===== src/sv/zbps_pkg.sv =====
// Shared types, constants and helper functions for the z-buffer point splat shader.
// No dependencies; every other file of the block uses this package.
`timescale 1ns / 1ps
`default_nettype none

package zbps_pkg;

  // Number formats
  localparam int COORD_FRAC_BITS = 12;
  localparam int COORD_W         = 16;
  localparam int TRIG_W          = 14;
  localparam int TRIG_FRAC       = 12;
  localparam int ROT_W           = 20;                 // rotated value, full range
  localparam int PROD_W          = ROT_W + TRIG_W + 1; // sum of two products
  localparam int DEPTH_W         = 16;
  localparam int TONE_W          = 4;
  localparam int IDX_W           = 14;
  localparam int COLS_REG_W      = 9;
  localparam int ROWS_REG_W      = 7;
  localparam int SCALE_W         = 16;
  localparam int CFG_ADDR_W      = 5;
  localparam int CFG_DATA_W      = 32;

  // Size defaults for the top level
  localparam int MAX_COLUMNS_DEF = 256;
  localparam int MAX_ROWS_DEF    = 64;

  // Projection
  localparam longint CAM_DIST   = ((longint'(42) << COORD_FRAC_BITS) + 5) / 10;
  localparam longint NEAR_LIMIT = ((longint'(2) << COORD_FRAC_BITS) + 5) / 10;
  localparam int CAM_W   = $clog2(CAM_DIST + 1);
  localparam int DEN_W   = ROT_W + 2;
  localparam int MAG_W   = ROT_W;
  localparam int P1_W    = MAG_W + SCALE_W;
  localparam int P2_W    = P1_W + CAM_W;
  localparam int DEN_SH  = COORD_FRAC_BITS + 8;
  localparam int DIV_W   = 64;
  localparam int Q_W     = 24;
  localparam int SC_W    = Q_W + 2;

  // Shading
  localparam int A_W     = ROT_W + 12;           // 9 * dot product, signed
  localparam int AM_W    = A_W - 1;
  localparam int S_W     = 2 * ROT_W + 2;        // squared normal length
  localparam int BSQ_W   = 20;
  localparam int BB_W    = BSQ_W + S_W;
  localparam int AA_W    = 2 * AM_W;
  localparam int CMP_W   = (BB_W > AA_W) ? BB_W : AA_W;
  localparam longint SMALL_NORM_SQ =
    ((longint'(1) << (2 * COORD_FRAC_BITS)) - 1) / 100000000;
  localparam longint NORM_ONE_SQ   = longint'(1) << (2 * COORD_FRAC_BITS);
  localparam int TONE_STEPS = 9;

  localparam logic signed [DEPTH_W-1:0] DEPTH_MIN = {1'b1, {(DEPTH_W-1){1'b0}}};
  localparam logic signed [DEPTH_W-1:0] DEPTH_MAX = {1'b0, {(DEPTH_W-1){1'b1}}};

  typedef enum logic [1:0] {
    MODE_PLOT  = 2'd0,
    MODE_CLEAR = 2'd1,
    MODE_READ  = 2'd2,
    MODE_NONE  = 2'd3
  } mode_t;

  typedef enum logic [2:0] {
    REG_YAW_COS  = 3'd0,
    REG_YAW_SIN  = 3'd1,
    REG_TILT_COS = 3'd2,
    REG_TILT_SIN = 3'd3,
    REG_COLUMNS  = 3'd4,
    REG_ROWS     = 3'd5,
    REG_SCALE    = 3'd6
  } reg_t;

  typedef struct packed {
    mode_t                     mode;
    logic signed [COORD_W-1:0] point_x;
    logic signed [COORD_W-1:0] point_y;
    logic signed [COORD_W-1:0] point_z;
    logic signed [COORD_W-1:0] normal_x;
    logic signed [COORD_W-1:0] normal_y;
    logic signed [COORD_W-1:0] normal_z;
    logic                      is_hole;
    logic [IDX_W-1:0]          target_cell;
  } in_item_t;

  typedef struct packed {
    logic [IDX_W-1:0]          cell_index;
    logic [TONE_W-1:0]         cell_tone;
    logic signed [DEPTH_W-1:0] cell_depth;
    logic                      wrote;
  } out_item_t;

  // one word of the cell store
  typedef struct packed {
    logic signed [DEPTH_W-1:0] depth;
    logic [TONE_W-1:0]         tone;
  } cell_t;

  localparam int CELL_W = $bits(cell_t);

  typedef enum logic [4:0] {
    S_SWEEP,
    S_IDLE,
    S_ROT_A,
    S_ROT_B,
    S_PERSP,
    S_SCALE,
    S_DIVGO,
    S_DIV,
    S_PLACE,
    S_INDEX,
    S_SHADE,
    S_SHADE_WAIT,
    S_MEM_RD,
    S_MEM_CHK,
    S_CELL_CLR,
    S_CELL_RD,
    S_CELL_WAIT,
    S_DONE
  } state_t;

  typedef enum logic [2:0] {
    T_IDLE,
    T_PREP,
    T_SQUARE,
    T_MUL,
    T_CMP
  } tone_state_t;

  // a*ca + b*cb, rounded to nearest (halves up) after dropping the trig fraction
  function automatic logic signed [ROT_W-1:0] rot_sum(
    input logic signed [ROT_W-1:0]  a,
    input logic signed [TRIG_W-1:0] ca,
    input logic signed [ROT_W-1:0]  b,
    input logic signed [TRIG_W-1:0] cb
  );
    logic signed [PROD_W-1:0] acc;
    acc = PROD_W'(a) * PROD_W'(ca) + PROD_W'(b) * PROD_W'(cb);
    acc = acc + PROD_W'(longint'(1) << (TRIG_FRAC - 1));
    return ROT_W'(acc >>> TRIG_FRAC);
  endfunction

  // squared light thresholds, (2j - 9) * 100 squared
  function automatic logic [BSQ_W-1:0] thr_sq(input logic [3:0] j);
    logic [BSQ_W-1:0] v;
    unique case (j)
      4'd1, 4'd8: v = BSQ_W'(490000);
      4'd2, 4'd7: v = BSQ_W'(250000);
      4'd3, 4'd6: v = BSQ_W'(90000);
      4'd4, 4'd5: v = BSQ_W'(10000);
      4'd9:       v = BSQ_W'(810000);
      default:    v = '0;
    endcase
    return v;
  endfunction

endpackage

`default_nettype wire


===== src/sv/zbps_div.sv =====
// Restoring divider, one quotient bit per cycle, unsigned.
// Depends on zbps_pkg for the default width.
`timescale 1ns / 1ps
`default_nettype none

module zbps_div #(
  parameter int W = zbps_pkg::DIV_W
) (
  input  logic         clk,
  input  logic         rst_n,
  input  logic         start,
  input  logic [W-1:0] num,
  input  logic [W-1:0] den,
  output logic         busy,
  output logic [W-1:0] quo
);

  localparam int CNT_W = $clog2(W + 1);

  logic [W-1:0]     acc_r;   // dividend out at the top, quotient in at the bottom
  logic [W:0]       rem_r;
  logic [W-1:0]     den_r;
  logic [CNT_W-1:0] cnt_r;
  logic             busy_r;

  logic [W:0] rem_sh;
  logic       ge;
  logic [W:0] rem_nxt;

  always_comb begin
    rem_sh  = {rem_r[W-1:0], acc_r[W-1]};
    ge      = rem_sh >= {1'b0, den_r};
    rem_nxt = ge ? (rem_sh - {1'b0, den_r}) : rem_sh;
  end

  always_ff @(posedge clk) begin
    if (!rst_n) begin
      busy_r <= 1'b0;
      cnt_r  <= '0;
    end else if (start) begin
      acc_r  <= num;
      rem_r  <= '0;
      den_r  <= den;
      cnt_r  <= CNT_W'(W);
      busy_r <= 1'b1;
    end else if (busy_r) begin
      acc_r <= {acc_r[W-2:0], ge};
      rem_r <= rem_nxt;
      cnt_r <= cnt_r - CNT_W'(1);
      if (cnt_r == CNT_W'(1)) begin
        busy_r <= 1'b0;
      end
    end
  end

  assign busy = busy_r;
  assign quo  = acc_r;

endmodule

`default_nettype wire


===== config.mk =====
export PLATFORM = sky130hd
export DESIGN_NAME = zbps_div
export DESIGN_NICKNAME = d
export VERILOG_FILES = /design/src/sv/zbps_pkg.sv /design/src/sv/zbps_div.sv
export SDC_FILE = /design/constraint.sdc
export NUM_CORES = 1
export LEC_CHECK = 0
export ABC_AREA = 1
export BUFFER_PORTS_ARGS = -buffer_cell sky130_fd_sc_hd__buf_2
export CAP_MARGIN = 20
export CORE_MARGIN = 2
export CORE_UTILIZATION = 30
export DETAILED_ROUTE_END_ITERATION = 12
export GPL_ROUTABILITY_DRIVEN = 0
export GPL_TIMING_DRIVEN = 0
export PLACE_DENSITY = 0.47
export SETUP_SLACK_MARGIN = 0.15
export SLEW_MARGIN = 20
export SYNTH_ARGS = -nofsm -noshare
export SYNTH_HDL_FRONTEND = slang
export SYNTH_SLANG_ARGS = --single-unit

===== constraint.sdc =====
create_clock -name clk -period 14.3 [get_ports clk]
set_input_delay 2.86 -clock clk [delete_from_list [all_inputs] [get_ports clk]]
set_output_delay 2.86 -clock clk [all_outputs]
set_load 0.02 [all_outputs]

# After elaboration in Yosys (flattened, before gate mapping)
# Cells that the tools add are included.
[word_totals]
ff_bits = 200
input_bits = 131
output_inout_bits = 65
elab_cells = 24
[classes]
n_addsub = 2
order_cmp = 1
n_eq_ne = 1
muxes = 9
n_bitwise = 1
n_reduce_logical = 4
[op_table]
columns = ["op", "n"]
rows = [
  ["two-way mux 64 bit", 4],
  ["greater-or-equal comparator 65 x 64 -> 1 bit", 1],
  ["subtractor 64 bit", 1],
  ["two-way mux 7 bit", 2],
  ["equality test 7 x 1 -> 1 bit (second input constant)", 1],
  ["subtractor 7 x 1 -> 7 bit (second input constant)", 1],
  ["AND reduction 2 bit", 2],
  ["two-way mux 1 bit", 3],
  ["nonzero test 2 bit", 1],
  ["OR reduction 2 bit", 1],
  ["inverter 1 bit", 1],
]

# Longest topological paths before layout
# Gate-level depths: netlist of the first run.
[logic_depth]
ltp_word = 4
ltp_mapped = 19
mapped_depth_nobuf = 17

# Least setup slack after synthesis of the first run
# OpenSTA, ideal clock, no wires.
[synth_timing]
kind = "input to register"
start = "input port start"
end = "register acc_r[0] (netlist: quo[0]), enable pin"
setup_time_ns = 0.492
t_arrival_ns = 5.950
t_required_ns = 13.808
setup_slack_ns = 7.859
path_stages = 3
n_path_buf = 1
path_cell_list = "clkbuf_1 nand2_1 nand2_1"
[synth_via]
elab_chain_cells = 2
[synth_lines]
columns = ["element", "line_no", "text"]
rows = [
  ["start: declaration", "zbps_div.sv:11", "input logic start,"],
  ["nonzero test 2 bit (no line)", "n/a", ""],
  ["AND reduction 2 bit (no line)", "n/a", ""],
  ["end signal: assignment", "zbps_div.sv:41", "acc_r <= num;"],
  ["end signal: assignment", "zbps_div.sv:47", "acc_r <= {acc_r[W-2:0], ge};"],
  ["end: declaration", "zbps_div.sv:20", "logic [W-1:0] acc_r;"],
]
# No other way between the ends.
# A chain may end at the register's enable or synchronous reset.

# Final worst setup path of the first run
[layout_timing]
start = "input port start"
end = "register acc_r[47] (netlist: quo[47]), enable pin"
# Same word-level chain as after synthesis.

==> results by group, run 1 <==
Status
  – Status: complete, no violations

Yosys
  – Most numerous cell in the Yosys netlist: nand2_1
  – Cell area after synthesis: approximately 15000 um^2
  – Post-synthesis instance total: about 2200
  – #FFs+latches synth: 200
  – Distinct cells, synth: 32
  – Number of flops mapped to enable cells by yosys: roughly 190
  – Synth async-reset ratio: 0%
  – Syn Nets: around 2400
  – Synth Flop Type: edfxtp_1
  – Warning count from the yosys run: 0
  – Area share of the largest cell type after synthesis: between 30% and 40%
  – Syn avg cell area: ~6.6 um^2
  – Top cell type by total area after synthesis: edfxtp_1
  – Post-synthesis sequential area ratio: between 40% and 50%
  – Commonest cells post-synth: nand2_1 (955), inv_1 (461), nor2_1 (246), edfxtp_1 (192), nand3_1 (73)
  – Main area contributors after synthesis: edfxtp_1 (39%), nand2_1 (24%), inv_1 (12%), nor2_1 (6.3%), ha_1 (5.6%)

Worst setup path
  – CP Data Arrival Time: between 4 and 5 ns
  – CP Launch Type: input pin
  – CP most frequent cell: buf_12
  – Worst path required time: 14.48 ns
  – Crit path max-delay family: buffers and inverters
  – Crit end category: flip-flop
  – Largest fanout on the critical path: 41
  – CP startpoint: start
  – Crit path kind: in2reg
  – Worst stage delay on the critical path: ~0.5 ns
  – Cells along the critical path: buf_2, clkbuf_1, nand2_1, nand2_4, buf_12, buf_12, buf_16
  – Worst r2r src: rem_r[44]
  – Bufs and invs on worst path: 5
  – Slowest cell on the critical path: clkbuf_1

STA
  – Fin. max-slew vios: 0
  – Worst Setup Slack, final: approximately 9.5 ns
  – Tmin final: around 4.8 ns
  – Final setup fails: 0
  – Clk_skew: 0.0291 ns
  – Final Hold Viols: 0
  – Slew @ Worst Pin: between 0.8 and 0.9 ns
  – Setup TNS: 0 ns
  – Slew headroom: 42.0%
  – Crit share post-route: roughly a third
  – Fmax: between 200 and 250 MHz
  – RSZ-0062 raised after global routing: no

Layout
  – ANT cells: 0
  – Fraction of layout cells with a size suffix above 1: about 11%
  – Area overhead of the layout relative to synthesis: 16.5%
  – Layout Nets: between 2000 and 3000
  – Final cell count without fillers: roughly 3100

Die
  – Die Height: roughly 230 um
  – Die ar.: ~50000 um^2
  – Core area: approximately 50000 um^2
  – Die Span X: approximately 230 um
  – I/O Pins: around 200
  – Starting density of the core: between 30% and 40%
  – FP Rows: roughly 80

CTS
  – CTS H-tree depth: 4
  – TritonCTS Sinks: 200
  – CTS tree: built
  – Post-CTS Hold Buffers: 0
  – # resized after CTS: 0
  – Total CTS buffers: 17
  – Clk_lat worst skew: 0.51 ns
  – Clock slew at reported path FFs: 0.08 ns
  – CTS Root Cell: clkbuf_16
  – Post-CTS setup repair buffer count: 0
  – Bufs on Longest Clock Path: 2

Power
  – PwrDens: ~120 nW/um^2
  – Switching Fraction: 39.8%
  – Pint: ~1.2 mW
  – Logic pwr share: about 38%
  – Peak supply drop: between 0.00008 and 0.00009 V
  – Clock Power Share: about a quarter
  – PnR Total Power: about 2 mW
  – Flop pwr share: 37.4%
  – Switch Pwr: about 0.80 mW
  – Lkg Pwr: ~9.5 nW

Routing
  – Detailed Routing Iterations Pass 1: 6
  – Total wire length: just under 50000 um
  – First DRT Iteration DRCs: a little under 900
  – Drt wl/cell: approximately 16 um
  – Via density: roughly 4.5
  – Routed via count: roughly 14000
  – Post-route DRC: 0
  – Antenna Nets Post-Route: 0

Global route
  – Total congestion overflow: 0
  – Initial antenna violation count: 2
  – Largest net degree at the start of global routing: 42
  – Global-route wire length before repair: approximately 75000 um
  – Vias in the first global route: about 13000
  – Global-route usage over all layers: between 15 and 20%

Place
  – Setup WS pre-CTS: 8.89 ns
  – DP Cell Count: ~3000
  – Post-DP HPWL: between 30000 and 40000 um
  – Number of buffers added on ports: between 150 and 200

Hold path
  – Worst Hold Launch: cnt_r[1]
  – HP Class: reg2reg

Job
  – MaxCap Viol Count: 0
-- cell type report --
class	count	area (um^2)
Buffer	40	209
Clock buffer	19	433
Clock inverter	12	139
Fill cell	5410	31500
Inverter	466	1750
Multi-Input combinational cell	1508	6830
Sequential cell	200	5930
Tap cell	622	778
Timing Repair Buffer	199	1060
-- flip-flops by register name (all words and copies together), names as in the netlist --
| name | flops |
|---|---|
| rem_r | 64 |
| busy | 1 |
| quo | 64 |
| den_r | 64 |
| cnt_r | 7 |
-- layout by cell type (no fill, tap or decap), types with 11 or more instances in the layout --
master,netlist,layout
nand3b_1,39,39
clkbuf_16,0,17
nand2_1,955,954
buf_2,5,200
inv_1,461,460
edfxtp_1,192,192
xor2_1,30,30
nand4_1,11,11
ha_1,66,66
nand3_1,73,73
a21oi_1,43,43
nor3_1,11,11
clkbuf_1,21,23
nor2_1,246,246
-- metrics by stage --
stage / util [%] / hold slack [ns] / cell area [um^2]
floorplan: - / 0.476 / 14700
global placement: 33.8 / 0.491 / 16500
detailed placement: 34.0 / 0.510 / 16600
CTS: 35.2 / 0.523 / 17100
global route: 35.2 / 0.551 / 17100
finish: 35.2 / 0.525 / 17100
-- power by group through the flow --
stage | clock network [mW] | logic (mW) | registers (mW)
3_5_place_dp | 0 | 0.753 | 0.762
3_3_place_gp | 0 | 0.746 | 0.770
4_1_cts | 0.526 | 0.755 | 0.752
6_report | 0.502 | 0.755 | 0.751
2_1_floorplan | 0 | 0.497 | 0.780
5_1_grt | 0.544 | 0.856 | 0.758
-- cell families (layout without fill, tap and decap cells) --
family / after synthesis / in the layout / share of synthesized area, %
buffers and inverters: 506 / 736 / 13.3
and+or+nand+nor: 1356 / 1356 / 37.0
adders and majority gates: 67 / 67 / 5.75
AOI/OAI and AO/OA: 54 / 54 / 1.85
xor gates and xnor gates: 31 / 31 / 1.85
DFF: 200 / 200 / 40.3
-- worst register-to-register path, cell delays in order, from the launching register on --
cell and delay, ns:
edfxtp_1 0.42, ha_1 0.44, nand2_1 0.13, nor2_1 0.23
nand2_1 0.11, nor2_1 0.21, nand2_1 0.13, nor2_1 0.21
nor2_1 0.08, nand3_2 0.08, inv_2 0.08, clkbuf_1 0.39
nand3b_1 0.23, nand2_1 0.06, nor2_1 0.16
-- final timing paths --
| check | cells past startpoint | endpoint | slack, ns |
|---|---|---|---|
| max | 7 | quo[47] | 9.53 |
| max reg2reg | 14 | rem_r[46] | 11.19 |
| min | 2 | cnt_r[1] | 0.53 |
| min reg2reg | 2 | cnt_r[1] | 0.53 |
-- per-layer routing --
metal  track usage (%)  part of all wire (%)  vias to the layer above  wire length (um)
li1                  -                     -                     7093                 -
met2              31.8                    45                      381             21500
met1              25.4                    47                     6158             22400
met5                 0                 0.062                        -                30
met4              6.58                   2.4                        4              1160
met3              4.80                   6.4                       56              3070
(Power assumes the default switching activity.)
==> inputs of run 2 (changes only) <==
--- a/config.mk
+++ b/config.mk
@@ -13,7 +13,7 @@
 export DETAILED_ROUTE_END_ITERATION = 12
 export GPL_ROUTABILITY_DRIVEN = 0
 export GPL_TIMING_DRIVEN = 0
-export PLACE_DENSITY = 0.47
+export PLACE_DENSITY = 0.49
 export SETUP_SLACK_MARGIN = 0.15
 export SLEW_MARGIN = 20
 export SYNTH_ARGS = -nofsm -noshare
==> constraint.sdc (replaced) <==
create_clock -name clk -period 4.05 [get_ports clk]
set_input_delay 0.81 -clock clk [delete_from_list [all_inputs] [get_ports clk]]
set_output_delay 0.81 -clock clk [all_outputs]
set_load 0.02 [all_outputs]
==> run 2 against run 1 <==
  * First-iteration DRC count rose by 2.8%
  * Core utilization about the same
  * Critical endpoint is now rem_r[46]
  * Non-clock buffer count is 2 lower
  * Cell area about the same
==> results by group, run 2 (synthesis gave the netlist of run 1 again) <==
STA
  – Hold WS: around 0.46 ns
  – Slew headroom: 41.7%
  – Fin. max-slew vios: 0
  – Setup TNS: 0 ns
  – Final Hold Viols: 0
  – Clk_skew: between 0.03 and 0.04 ns
  – Slew @ Worst Pin: roughly 0.87 ns
  – RSZ-0062 raised after global routing: no
  – Final setup fails: 0
  – Crit share post-route: between 70 and 80%
  – Fmax: approximately 320 MHz
  – Tmin final: 3.13 ns

CTS
  – TritonCTS Sinks: 200
  – Clk_lat worst skew: about 0.52 ns
  – Bufs on Longest Clock Path: 2
  – Post-CTS Hold Buffers: 0
  – CTS tree: built
  – Clock slew at reported path FFs: about 0.10 ns
  – # resized after CTS: 0
  – CTS H-tree depth: 4
  – Total CTS buffers: 17
  – CTS Root Cell: clkbuf_16
  – Post-CTS setup repair buffer count: 0

Global route
  – Gr busiest metal: met2
  – Met3 Resource Use GR: under 10%
  – Global-route usage over all layers: about a fifth
  – Largest net degree at the start of global routing: 75
  – M2 GR Usage: roughly a third
  – Global-route wire length before repair: roughly 75000 um
  – Total congestion overflow: 0
  – Vias in the first global route: between 10000 and 15000
  – Routing usage on met1: approximately a quarter
  – Initial antenna violation count: 5

Status
  – Status: complete, no violations

Die
  – Starting density of the core: a little under a third
  – I/O Pins: between 150 and 200
  – Die ar.: just over 50000 um^2
  – Die Height: 225 um
  – Core area: between 40000 and 50000 um^2
  – FP Rows: 81
  – Die Span X: 225 um

Layout
  – Final cell count without fillers: around 3100
  – Register Area: between 5000 and 6000 um^2
  – Area overhead of the layout relative to synthesis: 16.5%
  – Leading cell types in the layout, fill and taps excluded: nand2_1 (954), inv_1 (460), nor2_1 (246)
  – # fillers: approximately 5400
  – Fraction of layout cells with a size suffix above 1: 10.8%
  – Multi-input gate area: 6840 um^2
  – Most common cell after layout, fill and taps aside: nand2_1
  – Layout Utilization: a little over a third
  – Post-route cell area: 17100 um^2
  – Layout Nets: about 2600

Place
  – Number of buffers added on ports: between 150 and 200
  – Post-DP HPWL: a little under 40000 um
  – Placed instance area: approximately 17000 um^2
  – DP Cell Count: just over 3000

Job
  – MaxCap Viol Count: 0

Worst setup path
  – Worst stage delay on the critical path: 0.49 ns
  – Largest fanout on the critical path: 10
  – CP Data Arrival Time: 3.47 ns
  – Crit path max-delay family: simple AND/OR/NAND/NOR gates
  – CP Launch Type: flip-flop
  – Bufs and invs on worst path: 2
  – Cells along the critical path: ha_1, nand2_1, nor2_1, nand2_1, nor2_1, nand2_1, nor2_1, nor2_1, nand3_2, inv_2, clkbuf_1, nand3b_1, nand2_1, nor2_1
  – CP most frequent cell: nor2_1
  – Crit end category: flip-flop
  – Crit path kind: reg2reg
  – Slowest cell on the critical path: ha_1
  – Worst path required time: roughly 4.4 ns

Hold path
  – HP Class: in2reg

Power
  – Peak supply drop: 0.000289 V
  – PwrDens: 415 nW/um^2
  – Lkg Pwr: between 9 and 10 nW

Routing
  – Total wire length: 48200 um
  – Via density: around 4.5
  – Post-route DRC: 0
  – Routed via count: 13837
  – Detailed Routing Iterations Pass 1: 5
  – Antenna Nets Post-Route: 0
  – Drt wl/cell: between 15 and 20 um
  – First DRT Iteration DRCs: 914
## run 2: cell types whose count changed in the layout (fill, tap and decap cells not counted), sizes merged
| cell | before | now |
|---|---|---|
| clkinv | 4 | 9 |
| clkinvlp | 2 | 0 |
| clkbuf | 40 | 38 |
| diode | 0 | 1 |
| buf | 218 | 216 |
| bufinv | 1 | 0 |
| inv | 471 | 472 |
## run 2: power breakdown
part / internal, mW / total, mW / switching [mW]
logic: 0.846 / 2.66 / 1.81
clock network: 0.832 / 1.80 / 0.972
registers: 2.55 / 2.66 / 0.108
## run 2: final timing paths
| check | start | slack, ns | end | depth (start not counted) |
|---|---|---|---|---|
| max | rem_r[32] | 0.92 | rem_r[46] | 14 |
| min | den[47] | 0.46 | den_r[47] | 1 |
| max reg2reg | rem_r[32] | 0.92 | rem_r[46] | 14 |
| min reg2reg | cnt_r[1] | 0.51 | cnt_r[1] | 2 |
## run 2: layout make-up
cell class | instances | share of cell area [%]
plain buffers | 40 | 1.22
well taps | 622 | 4.54
inverters | 466 | 10.2
flip-flops and latches | 200 | 34.6
repair buffers | 197 | 5.97
multi-input cells | 1508 | 39.9
clock inverters | 15 | 1.03
diodes | 1 | 0.0146
clock buffers | 17 | 2.48
## run 2: metrics by stage
step                setup WS, ns  power, mW
floorplan                  0.871       4.50
global placement          -0.512       5.33
detailed placement         0.916       5.34
CTS                        0.939       7.20
global route               0.687       7.62
finish                     0.922       7.12
## run 2: metal layers
layer  routed length, um  part of all wire [%]
met5                  33                 0.069
met4                1460                   3.0
met3                3200                   6.6
met2               21300                    44
met1               22200                    46
